==> config.mk <==
export PLATFORM = sky130hd
export DESIGN_NAME = length_prefixed_packet_deframer_core
export DESIGN_NICKNAME = d
export VERILOG_FILES = /design/src/rtl/lppd_pkg.sv /design/src/rtl/lppd_step.sv /design/src/rtl/lppd_out_stage.sv /design/src/rtl/length_prefixed_packet_deframer_core.sv
export SDC_FILE = /design/constraint.sdc
export NUM_CORES = 1
export LEC_CHECK = 0
export BUFFER_PORTS_ARGS = -buffer_cell sky130_fd_sc_hd__buf_2
export CAP_MARGIN = 20
export CORE_AREA = 2 2 98 119
export CTS_BUF_LIST = sky130_fd_sc_hd__clkbuf_8
export DETAILED_ROUTE_END_ITERATION = 8
export DIE_AREA = 0 0 100 121
export PLACE_DENSITY = 0.55
export SETUP_SLACK_MARGIN = 0.3
export SYNTH_ARGS = -nofsm -noshare
export SYNTH_HDL_FRONTEND = slang
export SYNTH_SLANG_ARGS = --single-unit
==> constraint.sdc <==
create_clock -name clk -period 9.2 [get_ports clk]
set_clock_uncertainty 0.15 [all_clocks]
set_input_delay 1.38 -clock clk [delete_from_list [all_inputs] [get_ports clk]]
set_output_delay 1.38 -clock clk [all_outputs]
set_load 0.01 [all_outputs]
==> src/rtl/lppd_pkg.sv <==
package lppd_pkg;

  localparam int unsigned HDR_LEN    = 4;
  localparam int unsigned ID_W       = 16;
  localparam int unsigned LEN_W      = 16;
  localparam int unsigned BYTE_W     = 8;
  localparam int unsigned HCNT_W     = 3;
  localparam int unsigned OUT_DATA_W = ID_W + BYTE_W;

  // header byte positions (count of header bytes already taken)
  localparam logic [1:0] HDR_ID_LO  = 2'd0;
  localparam logic [1:0] HDR_ID_HI  = 2'd1;
  localparam logic [1:0] HDR_LEN_LO = 2'd2;
  localparam logic [1:0] HDR_LEN_HI = 2'd3;

  typedef struct packed {
    logic [ID_W-1:0]   frame_id;
    logic [BYTE_W-1:0] payload_byte;
    logic              has_byte;
    logic              frame_end;
  } lppd_res_t;

endpackage

==> src/rtl/lppd_step.sv <==
module lppd_step
  import lppd_pkg::*;
(
  input  logic              clk,
  input  logic              rst_n,
  input  logic              fire,      // byte consumed this cycle
  input  logic [BYTE_W-1:0] byte_in,
  output logic              res_vld,   // consuming this byte yields a result
  output lppd_res_t         res
);

  logic [HCNT_W-1:0] hcnt_r, hcnt_nxt;
  logic [ID_W-1:0]   id_r, id_nxt;
  logic [7:0]        len_lo_r, len_lo_nxt;
  logic [LEN_W-1:0]  left_r, left_nxt;

  logic              in_payload;
  logic [HCNT_W-1:0] hcnt_eff;
  logic [LEN_W-1:0]  new_len;

  always_comb begin
    hcnt_nxt   = hcnt_r;
    id_nxt     = id_r;
    len_lo_nxt = len_lo_r;
    left_nxt   = left_r;
    res_vld    = 1'b0;
    res        = '0;
    res.frame_id = id_r;
    new_len    = {byte_in, len_lo_r};

    in_payload = (hcnt_r >= HCNT_W'(HDR_LEN)) && (left_r != '0);
    // stale payload state with nothing left restarts a header
    hcnt_eff   = (hcnt_r >= HCNT_W'(HDR_LEN)) ? '0 : hcnt_r;

    if (in_payload) begin
      left_nxt         = left_r - LEN_W'(1);
      res_vld          = 1'b1;
      res.payload_byte = byte_in;
      res.has_byte     = 1'b1;
      if (left_r == LEN_W'(1)) begin
        hcnt_nxt      = '0;
        res.frame_end = 1'b1;
      end
    end else begin
      hcnt_nxt = hcnt_eff + HCNT_W'(1);
      case (hcnt_eff[1:0])
        HDR_ID_LO:  id_nxt     = {id_r[ID_W-1:8], byte_in};
        HDR_ID_HI:  id_nxt     = {byte_in, id_r[7:0]};
        HDR_LEN_LO: len_lo_nxt = byte_in;
        HDR_LEN_HI: begin
          left_nxt = new_len;
          if (new_len == '0) begin
            hcnt_nxt      = '0;
            res_vld       = 1'b1;
            res.frame_end = 1'b1;
          end
        end
        default: hcnt_nxt = '0;
      endcase
    end
  end

  always_ff @(posedge clk) begin
    if (!rst_n) begin
      hcnt_r   <= '0;
      id_r     <= '0;
      len_lo_r <= '0;
      left_r   <= '0;
    end else if (fire) begin
      hcnt_r   <= hcnt_nxt;
      id_r     <= id_nxt;
      len_lo_r <= len_lo_nxt;
      left_r   <= left_nxt;
    end
  end

endmodule

==> src/rtl/lppd_out_stage.sv <==
module lppd_out_stage
  import lppd_pkg::*;
(
  input  logic      clk,
  input  logic      rst_n,
  input  logic      load,
  input  lppd_res_t res,
  output logic      space,     // a new result can be loaded this cycle
  output logic      vld,
  input  logic      rdy,
  output lppd_res_t res_q
);

  logic      vld_r;
  lppd_res_t res_r;

  assign space = !vld_r || rdy;
  assign vld   = vld_r;
  assign res_q = res_r;

  always_ff @(posedge clk) begin
    if (!rst_n) begin
      vld_r <= 1'b0;
    end else if (space) begin
      vld_r <= load;
    end
  end

  always_ff @(posedge clk) begin
    if (load && space) begin
      res_r <= res;
    end
  end

endmodule

==> src/rtl/length_prefixed_packet_deframer_core.sv <==
// Channel | Dir | Ports         | Contents
// in_     | in  | tvalid/tready | tdata[7:0] = in_byte
// out_    | out | tvalid/tready | tdata[15:0] = frame_id, tdata[23:16] = payload_byte,
//         |     |               | tuser = has_byte, tlast = frame_end
//
// One byte per cycle sustained while the result side does not stall: each byte
// is held in the input register, then the header/payload counter update and the
// result register load happen in the same cycle. A result word passes through the
// input register and then the result register before it is offered on out_.
// Header bytes produce no result and never wait on the result side, except the
// last header byte of an empty frame, which emits the marker word.
// Reset (rst_n low, synchronous) clears the counters, held id and both valids.
// A stalled result holds; a byte that yields a result leaves the input register
// only when the result register is free or being taken in that cycle.
module length_prefixed_packet_deframer_core
  import lppd_pkg::*;
(
  input  logic                  clk,
  input  logic                  rst_n,
  input  logic                  in_tvalid,
  output logic                  in_tready,
  input  logic [BYTE_W-1:0]     in_tdata,   // [7:0] in_byte
  output logic                  out_tvalid,
  input  logic                  out_tready,
  output logic [OUT_DATA_W-1:0] out_tdata,  // [15:0] frame_id, [23:16] payload_byte
  output logic                  out_tlast,  // frame_end
  output logic                  out_tuser   // has_byte
);

  // input register
  logic              in_vld_r;
  logic [BYTE_W-1:0] in_byte_r;

  logic      step_fire;
  logic      res_vld;
  lppd_res_t res;
  logic      out_space;
  lppd_res_t res_q;

  // a byte leaves the input register unless its result has nowhere to go
  assign step_fire = in_vld_r && (!res_vld || out_space);
  assign in_tready = !in_vld_r || step_fire;

  always_ff @(posedge clk) begin
    if (!rst_n) begin
      in_vld_r <= 1'b0;
    end else if (in_tready) begin
      in_vld_r <= in_tvalid;
    end
  end

  always_ff @(posedge clk) begin
    if (in_tready && in_tvalid) begin
      in_byte_r <= in_tdata;
    end
  end

  lppd_step u_step (
    .clk     (clk),
    .rst_n   (rst_n),
    .fire    (step_fire),
    .byte_in (in_byte_r),
    .res_vld (res_vld),
    .res     (res)
  );

  lppd_out_stage u_out (
    .clk   (clk),
    .rst_n (rst_n),
    .load  (step_fire && res_vld),
    .res   (res),
    .space (out_space),
    .vld   (out_tvalid),
    .rdy   (out_tready),
    .res_q (res_q)
  );

  assign out_tdata = {res_q.payload_byte, res_q.frame_id};
  assign out_tlast = res_q.frame_end;
  assign out_tuser = res_q.has_byte;

endmodule

**Word level (Yosys, flattened, before mapping)**

Index checks and enable logic that the tools add are counted.
Widths: inputs -> output; s select.

- Reduce and logical (&&, ||, !) cells: 20
- $lt $le $gt $ge: 1
- Bitwise gates (word level): 3
- Mux-type cells: 14
- Add/subtract/negate cells: 2
- Eq/ne operators: 5

Operators with widths:

| operator | count |
|---|---|
| $mux 16 | 2 |
| $pmux 16 s2 | 1 |
| $eq 16x1->1 const B | 1 |
| $logic_not 16->1 | 1 |
| $reduce_bool 16->1 | 1 |
| $sub 16x1->16 const B | 1 |
| $mux 3 | 5 |
| $reduce_and 4->1 | 2 |
| $mux 1 | 6 |
| $logic_and 1x1->1 | 5 |
| $eq 2x2->1 const B | 2 |
| $reduce_and 2->1 | 2 |
| $add 3x1->3 const B | 1 |
| $ge 3x3->1 const B | 1 |
| $logic_not 1->1 | 3 |
| $logic_or 1x1->1 | 3 |
| $not 1->1 | 3 |
| $reduce_and 3->1 | 1 |
| $eq 2x1->1 const B | 1 |
| $logic_not 2->1 | 1 |
| $ne 2x2->1 const B | 1 |
| $reduce_bool 2->1 | 1 |

- Bits of input ports: 12
- Register bits: 79

**Depth between registers and ports, before layout**

Gate-level depths: netlist of the first run.

- Word-level depth: 10
- Gate-level depth with buffers: 10

**Cells and area by module**

Synthesis of the first run repeated with hierarchy kept, for this count alone.

- Cells, all modules: 318
- Area total of the unflattened synthesis: 3547.2 um^2

By module, submodules not included:

| module | area each (um^2) | cells each | sequential area each (um^2) | instances |
|---|---|---|---|---|
| lppd_step | 2386.0 | 271 | 860.8 | 1 |
| lppd_out_stage | 838.3 | 31 | 800.8 | 1 |
| length_prefixed_packet_deframer_core | 322.8 | 16 | 260.2 | 1 |

**Worst setup path before layout of the first run**

OpenSTA, ideal clock, no wires.

- Path kind: reg-to-output
- From: reg u_step.left_r[0]
- To: out in_tready
- Setup slack: 5.598 ns
- Cell stages (with the launch flop): 8
- Data required time: 7.670 ns
- Arrival: 2.072 ns
- Path buffers: 1
- Cells stage by stage: dfxtp_1 -> inv_1 -> ha_1 -> or4b_2 -> o41ai_4 -> buf_2 -> o21ai_0 -> nand3_1

- Word-level cells in the longest chain between the ends: 7

Ends and longest elaborated chain:

| item | RTL line | RTL |
|---|---|---|
| from (decl) | lppd_step.sv:15 | `logic [LEN_W-1:0] left_r, left_nxt;` |
| from (signal assigned) | lppd_step.sv:73 | `left_r <= left_nxt;` |
| $reduce_bool 16->1 | lppd_step.sv:31 | `in_payload = (hcnt_r >= HCNT_W'(HDR_LEN)) && (left_r != '0);` |
| $logic_and 1x1->1 | lppd_step.sv:31 |  |
| $mux 1 | lppd_step.sv:35 | `if (in_payload) begin` |
| $logic_not 1->1 | length_prefixed_packet_deframer_core.sv:41 | `assign step_fire = in_vld_r && (!res_vld \|\| out_space);` |
| $logic_or 1x1->1 | length_prefixed_packet_deframer_core.sv:41 |  |
| $logic_and 1x1->1 | length_prefixed_packet_deframer_core.sv:41 |  |
| $logic_or 1x1->1 | length_prefixed_packet_deframer_core.sv:42 | `assign in_tready = !in_vld_r \|\| step_fire;` |
| to (decl) | length_prefixed_packet_deframer_core.sv:21 | `output logic in_tready,` |

No other way between the ends.

**Worst setup path after layout of the first run**

- From: reg u_step.hcnt_r[2]
- To: out in_tready

- Word-level cells in the longest chain between the ends: 9
- Elaborated cells between the ends (all ways): 10
- Classes of those cells: order compare (1); eq/ne (1); mux (3); reduce/logical (5)

Ends and longest elaborated chain:

| item | RTL line | RTL |
|---|---|---|
| from (decl) | lppd_step.sv:12 | `logic [HCNT_W-1:0] hcnt_r, hcnt_nxt;` |
| from (signal assigned) | lppd_step.sv:70 | `hcnt_r <= hcnt_nxt;` |
| $ge 3x3->1 (*) | lppd_step.sv:31, lppd_step.sv:33 |  |
| $mux 3 | lppd_step.sv:33 | `hcnt_eff = (hcnt_r >= HCNT_W'(HDR_LEN)) ? '0 : hcnt_r;` |
| $eq 2x2->1 | lppd_step.sv:46 | `case (hcnt_eff[1:0])` |
| $mux 1 | lppd_step.sv:46 |  |
| $mux 1 (*) | lppd_step.sv:35 |  |
| $logic_not 1->1 (*) | length_prefixed_packet_deframer_core.sv:41 |  |
| $logic_or 1x1->1 (*) | length_prefixed_packet_deframer_core.sv:41 |  |
| $logic_and 1x1->1 (*) | length_prefixed_packet_deframer_core.sv:41 |  |
| $logic_or 1x1->1 (*) | length_prefixed_packet_deframer_core.sv:42 |  |

Mark *: on every way between the ends. The rest lies on a longest branch, timed or not.

==> results_dict.tcl, run 1 <==
set metrics [dict create \
    status "finished, final reports clean" \
    cts.sinks 79 \
    post-route-min-period_ps 4210 \
    timing.final.crit_share 0.457 \
    end_kind "primary output" \
    drv_cap 0 \
    hold_viol_final 0 \
    antenna_left 0 \
    cts_buffer_depth 2 \
    fin_setup_tns_ps 0 \
    syn-cell-area_um2 3730 \
    postSynthRegisterBits 79 \
    power_uw 682 \
    grt_max_degree 58 \
    power_density_nw_per_um2 161 \
    design.core.area_um2 10900 \
    antenna_found_initial 0 \
    final_nets 413 \
    worst_pin_slew_ps 1010 \
    layout_common_cells "dfxtp_1, nand2_1, buf_2, edfxtp_1, mux2i_1" \
    place_ws_ps 5190 \
    ir_worst_vdd_mv 0.0604 \
    start_util 0.341 \
    post_cts_buffers 0 \
    synth_edf_count 34 \
    synthDistinctLibCells 52 \
    dieArea_um2 12100 \
    r2r_start "u_step.hcnt_r[2]" \
    cts_resized 0 \
    fp-row-count 42 \
    cp-start-kind "flip-flop" \
    place_area_um2 4030 \
    ys.warnings.count 0 \
    first_global_vias 2634 \
    fin_area_um2 4240 \
    rsz0062_at_grt "false" \
    clock.fmax_mhz 238 \
    crit_required_ps 7670 \
    syn_inst 364 \
    portBuffers 39 \
    clk_pin_slew_ps 80 \
    final_util 0.387 \
    min_path_type "reg -> reg" \
    drt_drc_violations_left 0 \
    vias_per_cell 5.42 \
    ys_seq_area_frac 0.515 \
    path_class "reg -> out" \
    drtPass1Iterations 4 \
    layout_commonest_cell "dfxtp_1" \
    hpwl_um 6090 \
    hold_start "u_step.id_r[10]" \
    cts_tree "built" \
    die_y_um 121 \
    holdBufCountCts 0 \
    diodes 0 \
    cts_buffers 9 \
    syn_nets 383 \
    pin_count 40 \
    fp.dieW_um 100 \
    max_slew_margin 0.318 \
    setup_viol 0 \
    grt-ovfl-total 0 \
    grt_pass1_wl_um 14100 \
    routed_wl_um 8890 \
    wl_per_cell_um 16.8 \
    drive_above_1_share 0.178 \
    clk_latency_ps 350 \
    startpoint "u_step.hcnt_r[2]" \
    drt_iter0_markers 173 \
    syn_avg_cell_area_um2 10.3 \
    arrival_ps 2680 \
    synthArstFlopShare 0 \
    synthFlopType "dfxtp_1" \
    slew_viol_final 0 \
    cts_root_buffer "clkbuf_8" \
    htree_num_levels 3 \
    gp_congestion 0.872 \
    syn2layout_area_growth_pct 13.5 \
    grt.total_usage 0.151 \
    p_leak_nw 1.53 \
    vias 2871 \
    timing.final.ws_setup_ps 4990 \
    path_max_fanout 12 \
]
## critical path, stage by stage (launching register included)
cell     delay (ps)
dfxtp_1         460
nor2b_1         390
ha_1            330
nor2b_1         190
nand4_1         210
o21ai_0         400
nand3_1         150
buf_2           190
## routing by layer
| layer | vias to the layer above | part of all wire | wire length, µm | global-route usage |
|---|---|---|---|---|
| li1 | 1412 | - | - | - |
| met1 | 1372 | 0.45 | 3980 | 0.183 |
| met2 | 69 | 0.49 | 4390 | 0.258 |
| met3 | 18 | 0.033 | 297 | 0.0253 |
| met4 | 0 | 0.025 | 219 | 0.0753 |
| met5 | - | 0 | 0 | 0 |
## Yosys cell counts (6+ instances only)
cell	instances	area, µm²
dfxtp_1	45	901
nor4_1	6	37.5
and2_1	9	56.3
a211o_1	8	70.1
nand2_1	43	161
nand3_1	14	70.1
buf_2	6	30.0
nor2_1	21	78.8
clkbuf_1	17	63.8
mux2i_1	26	260
ha_1	7	87.6
nand3b_1	9	67.6
edfxtp_1	34	1020
inv_1	9	33.8
a21oi_1	23	115
o31ai_1	10	75.1
## flip-flops by register name, summed over array words and instances (netlist names)
signal and flops:
u_step.len_lo_r 8, u_step.id_r 16, u_out.res_q 26, u_step.left_r 16, u_out.vld 1, in_byte_r 8, u_step.hcnt_r 3, in_vld_r 1
## final timing paths
kind | slack [ps] | endpoint | cells after the start
setup / recovery | 4990 | in_tready | 7
hold / removal | 280 | u_out.res_q[20] | 0
setup reg to reg | 6030 | u_step.len_lo_r[4] | 8
hold reg to reg | 280 | u_out.res_q[20] | 0
## metrics by stage
| stage | hold WS, ps | instances |
|---|---|---|
| final | 282 | 530 |
| after detailed placement | 266 | 515 |
| after global routing | 294 | 530 |
| after floorplan | 258 | 364 |
| after global placement | 266 | 515 |
| after CTS | 286 | 530 |
## cell families (layout without fill, tap and decap cells)
logic type,after synthesis,after routing,share of synthesized area
AOI/OAI and AO/OA,77,77,0.151
and+or+nand+nor,139,139,0.200
adders and majority gates,7,7,0.0235
muxes,26,26,0.0697
buffers and inverters,36,70,0.0412
DFF,79,79,0.515
## cell type report
cell class / count / area, µm²
Tap cell: 132 / 165
Fill cell: 1097 / 6700
Clock inverter: 6 / 86.3
Inverter: 11 / 41.3
Clock buffer: 9 / 124
Multi-Input combinational cell: 249 / 1660
Sequential cell: 79 / 1920
Timing Repair Buffer: 44 / 233
## power breakdown
| part | internal, mW | leakage [nW] | switching [mW] |
|---|---|---|---|
| registers | 0.369 | 0.665 | 0.00783 |
| logic | 0.0110 | 0.756 | 0.0171 |
| clock network | 0.151 | 0.107 | 0.126 |
| total | 0.531 | 1.53 | 0.151 |
No activity file was read; power rests on OpenSTA's default activity.
==> inputs of run 2 (changes only) <==
--- a/config.mk
+++ b/config.mk
@@ -11,7 +11,7 @@
 export CTS_BUF_LIST = sky130_fd_sc_hd__clkbuf_8
 export DETAILED_ROUTE_END_ITERATION = 8
 export DIE_AREA = 0 0 100 121
-export PLACE_DENSITY = 0.55
+export PLACE_DENSITY = 0.57
 export SETUP_SLACK_MARGIN = 0.3
 export SYNTH_ARGS = -nofsm -noshare
 export SYNTH_HDL_FRONTEND = slang
==> constraint.sdc (replaced) <==
create_clock -name clk -period 3.65 [get_ports clk]
set_clock_uncertainty 0.15 [all_clocks]
set_input_delay 0.5475 -clock clk [delete_from_list [all_inputs] [get_ports clk]]
set_output_delay 0.5475 -clock clk [all_outputs]
set_load 0.01 [all_outputs]
==> results_dict.tcl, run 2 (synthesis gave the netlist of run 1 again) <==
set metrics [dict create \
    hpwl_um 6460 \
    largest_reg_flops 26 \
    max_stage_delay_ps 590 \
    p_sw_uw 376 \
    cts_buffer_depth 2 \
    cts_root_buffer "clkbuf_8" \
    clk_latency_ps 360 \
    start_util 0.341 \
    drv_cap 0 \
    cts.sinks 79 \
    vias_per_cell 5.46 \
    antenna_found_initial 0 \
    final_nets 416 \
    htree_num_levels 3 \
    cts_tree "built" \
    slew_viol_final 0 \
    p_leak_nw 1.56 \
    antenna_left 0 \
    diodes 0 \
    power_mw 1.80 \
    fp-row-count 42 \
    clk_pin_slew_ps 80 \
    end_kind "primary output" \
    power_density_nw_per_um2 420 \
    grt-ovfl-total 0 \
    crit_slowest_cell "or4_1" \
    layout_commonest_cell "dfxtp_1" \
    portBuffers 39 \
    cts_buffers 9 \
    fp.dieW_um 100 \
    clock.fmax_mhz 310 \
    grt.total_usage 0.159 \
    setup_viol 0 \
    min_path_type "in -> reg" \
    path_common_cell "or4_1" \
    path_max_fanout 6 \
    routed_wl_um 9340 \
    place_ws_ps 616 \
    final_util 0.392 \
    drt_drc_violations_left 0 \
    pin_count 40 \
    path_buf_inv 1 \
    ir_worst_vdd_mv 0.184 \
    dpl.cell_count 517 \
    dieArea_um2 12100 \
    timing.final.crit_share 0.884 \
    seq_power_share 0.528 \
    crit_chain "or4_1 > or4_1 > o21ai_2 > nand3_1 > buf_2" \
    wl_per_cell_um 17.5 \
    netSwitchingFraction 0.209 \
    design.core.area_um2 10900 \
    reg2reg_slack_ps 530 \
    crit_required_ps 2950 \
    drive_above_1_share 0.190 \
    max_slew_margin 0.337 \
    rsz0062_at_grt "false" \
    critPathTopFamily "simple AND/OR/NAND/NOR gates" \
    hold_slack_ps 205 \
    layout_common_cells "dfxtp_1, nand2_1, buf_2, edfxtp_1, mux2i_1" \
    fillCellCount 1107 \
    cp-start-kind "flip-flop" \
    grt_max_degree 57 \
    p_comb_frac 0.040 \
    gp_congestion 0.923 \
    grt_pass1_wl_um 14700 \
    arrival_ps 2530 \
    post-route-min-period_ps 3230 \
    instances_no_fill 533 \
    worst_pin_slew_ps 992 \
    power.share.clock 0.432 \
    fin_area_um2 4290 \
    p_int_mw 1.43 \
    syn2layout_area_growth_pct 14.9 \
    hold_viol_final 0 \
    first_global_vias 2793 \
    path_class "reg -> out" \
    fin_setup_tns_ps 0 \
    drtPass1Iterations 5 \
    place_area_um2 4040 \
    timing.final.ws_setup_ps 425 \
    drt_iter0_markers 162 \
    vias 2911 \
    die_y_um 121 \
    status "finished, final reports clean" \
]
-- run 2: final cells by class --
class                      instances  area [µm²]  area share
timing repair buffer              47         255      0.0595
clock buffer                      10         138      0.0321
tap                              132         165      0.0385
multi-input combinational        249        1670       0.389
sequential                        79        1920       0.449
inverter                          11        41.3     0.00963
clock inverter                     5        98.8      0.0231
-- run 2: what timing repair did --
item,CTS,global route
gates resized for setup,1,3
gates cloned,0,0
buffers inserted,0,1
endpoints found under the setup margin,1,1
hold buffers,0,0
-- run 2: metal layers --
| metal | track usage | part of all wire |
|---|---|---|
| met3 | 0.0346 | 0.048 |
| met2 | 0.258 | 0.49 |
| met5 | 0 | 0 |
| met1 | 0.197 | 0.43 |
| met4 | 0.0882 | 0.034 |
-- run 2: power groups by stage --
stage / sequential (mW) / combinational, mW / clock, mW
floorplan: 0.960 / 0.0533 / 0
global placement: 0.971 / 0.0698 / 0
detailed placement: 0.972 / 0.0707 / 0
CTS: 0.951 / 0.0712 / 0.794
global route: 0.953 / 0.0807 / 0.829
finish: 0.951 / 0.0724 / 0.778
-- run 2: path summary, 6_finish.rpt --
path	from	end	cells past startpoint
worst max-delay path	in_byte_r[1]	in_tready	5
worst min-delay path	in_tdata[2]	in_byte_r[2]	1
worst max register to register	u_step.left_r[0]	u_step.left_r[1]	9
worst min register to register	u_step.id_r[7]	u_out.res_q[17]	0
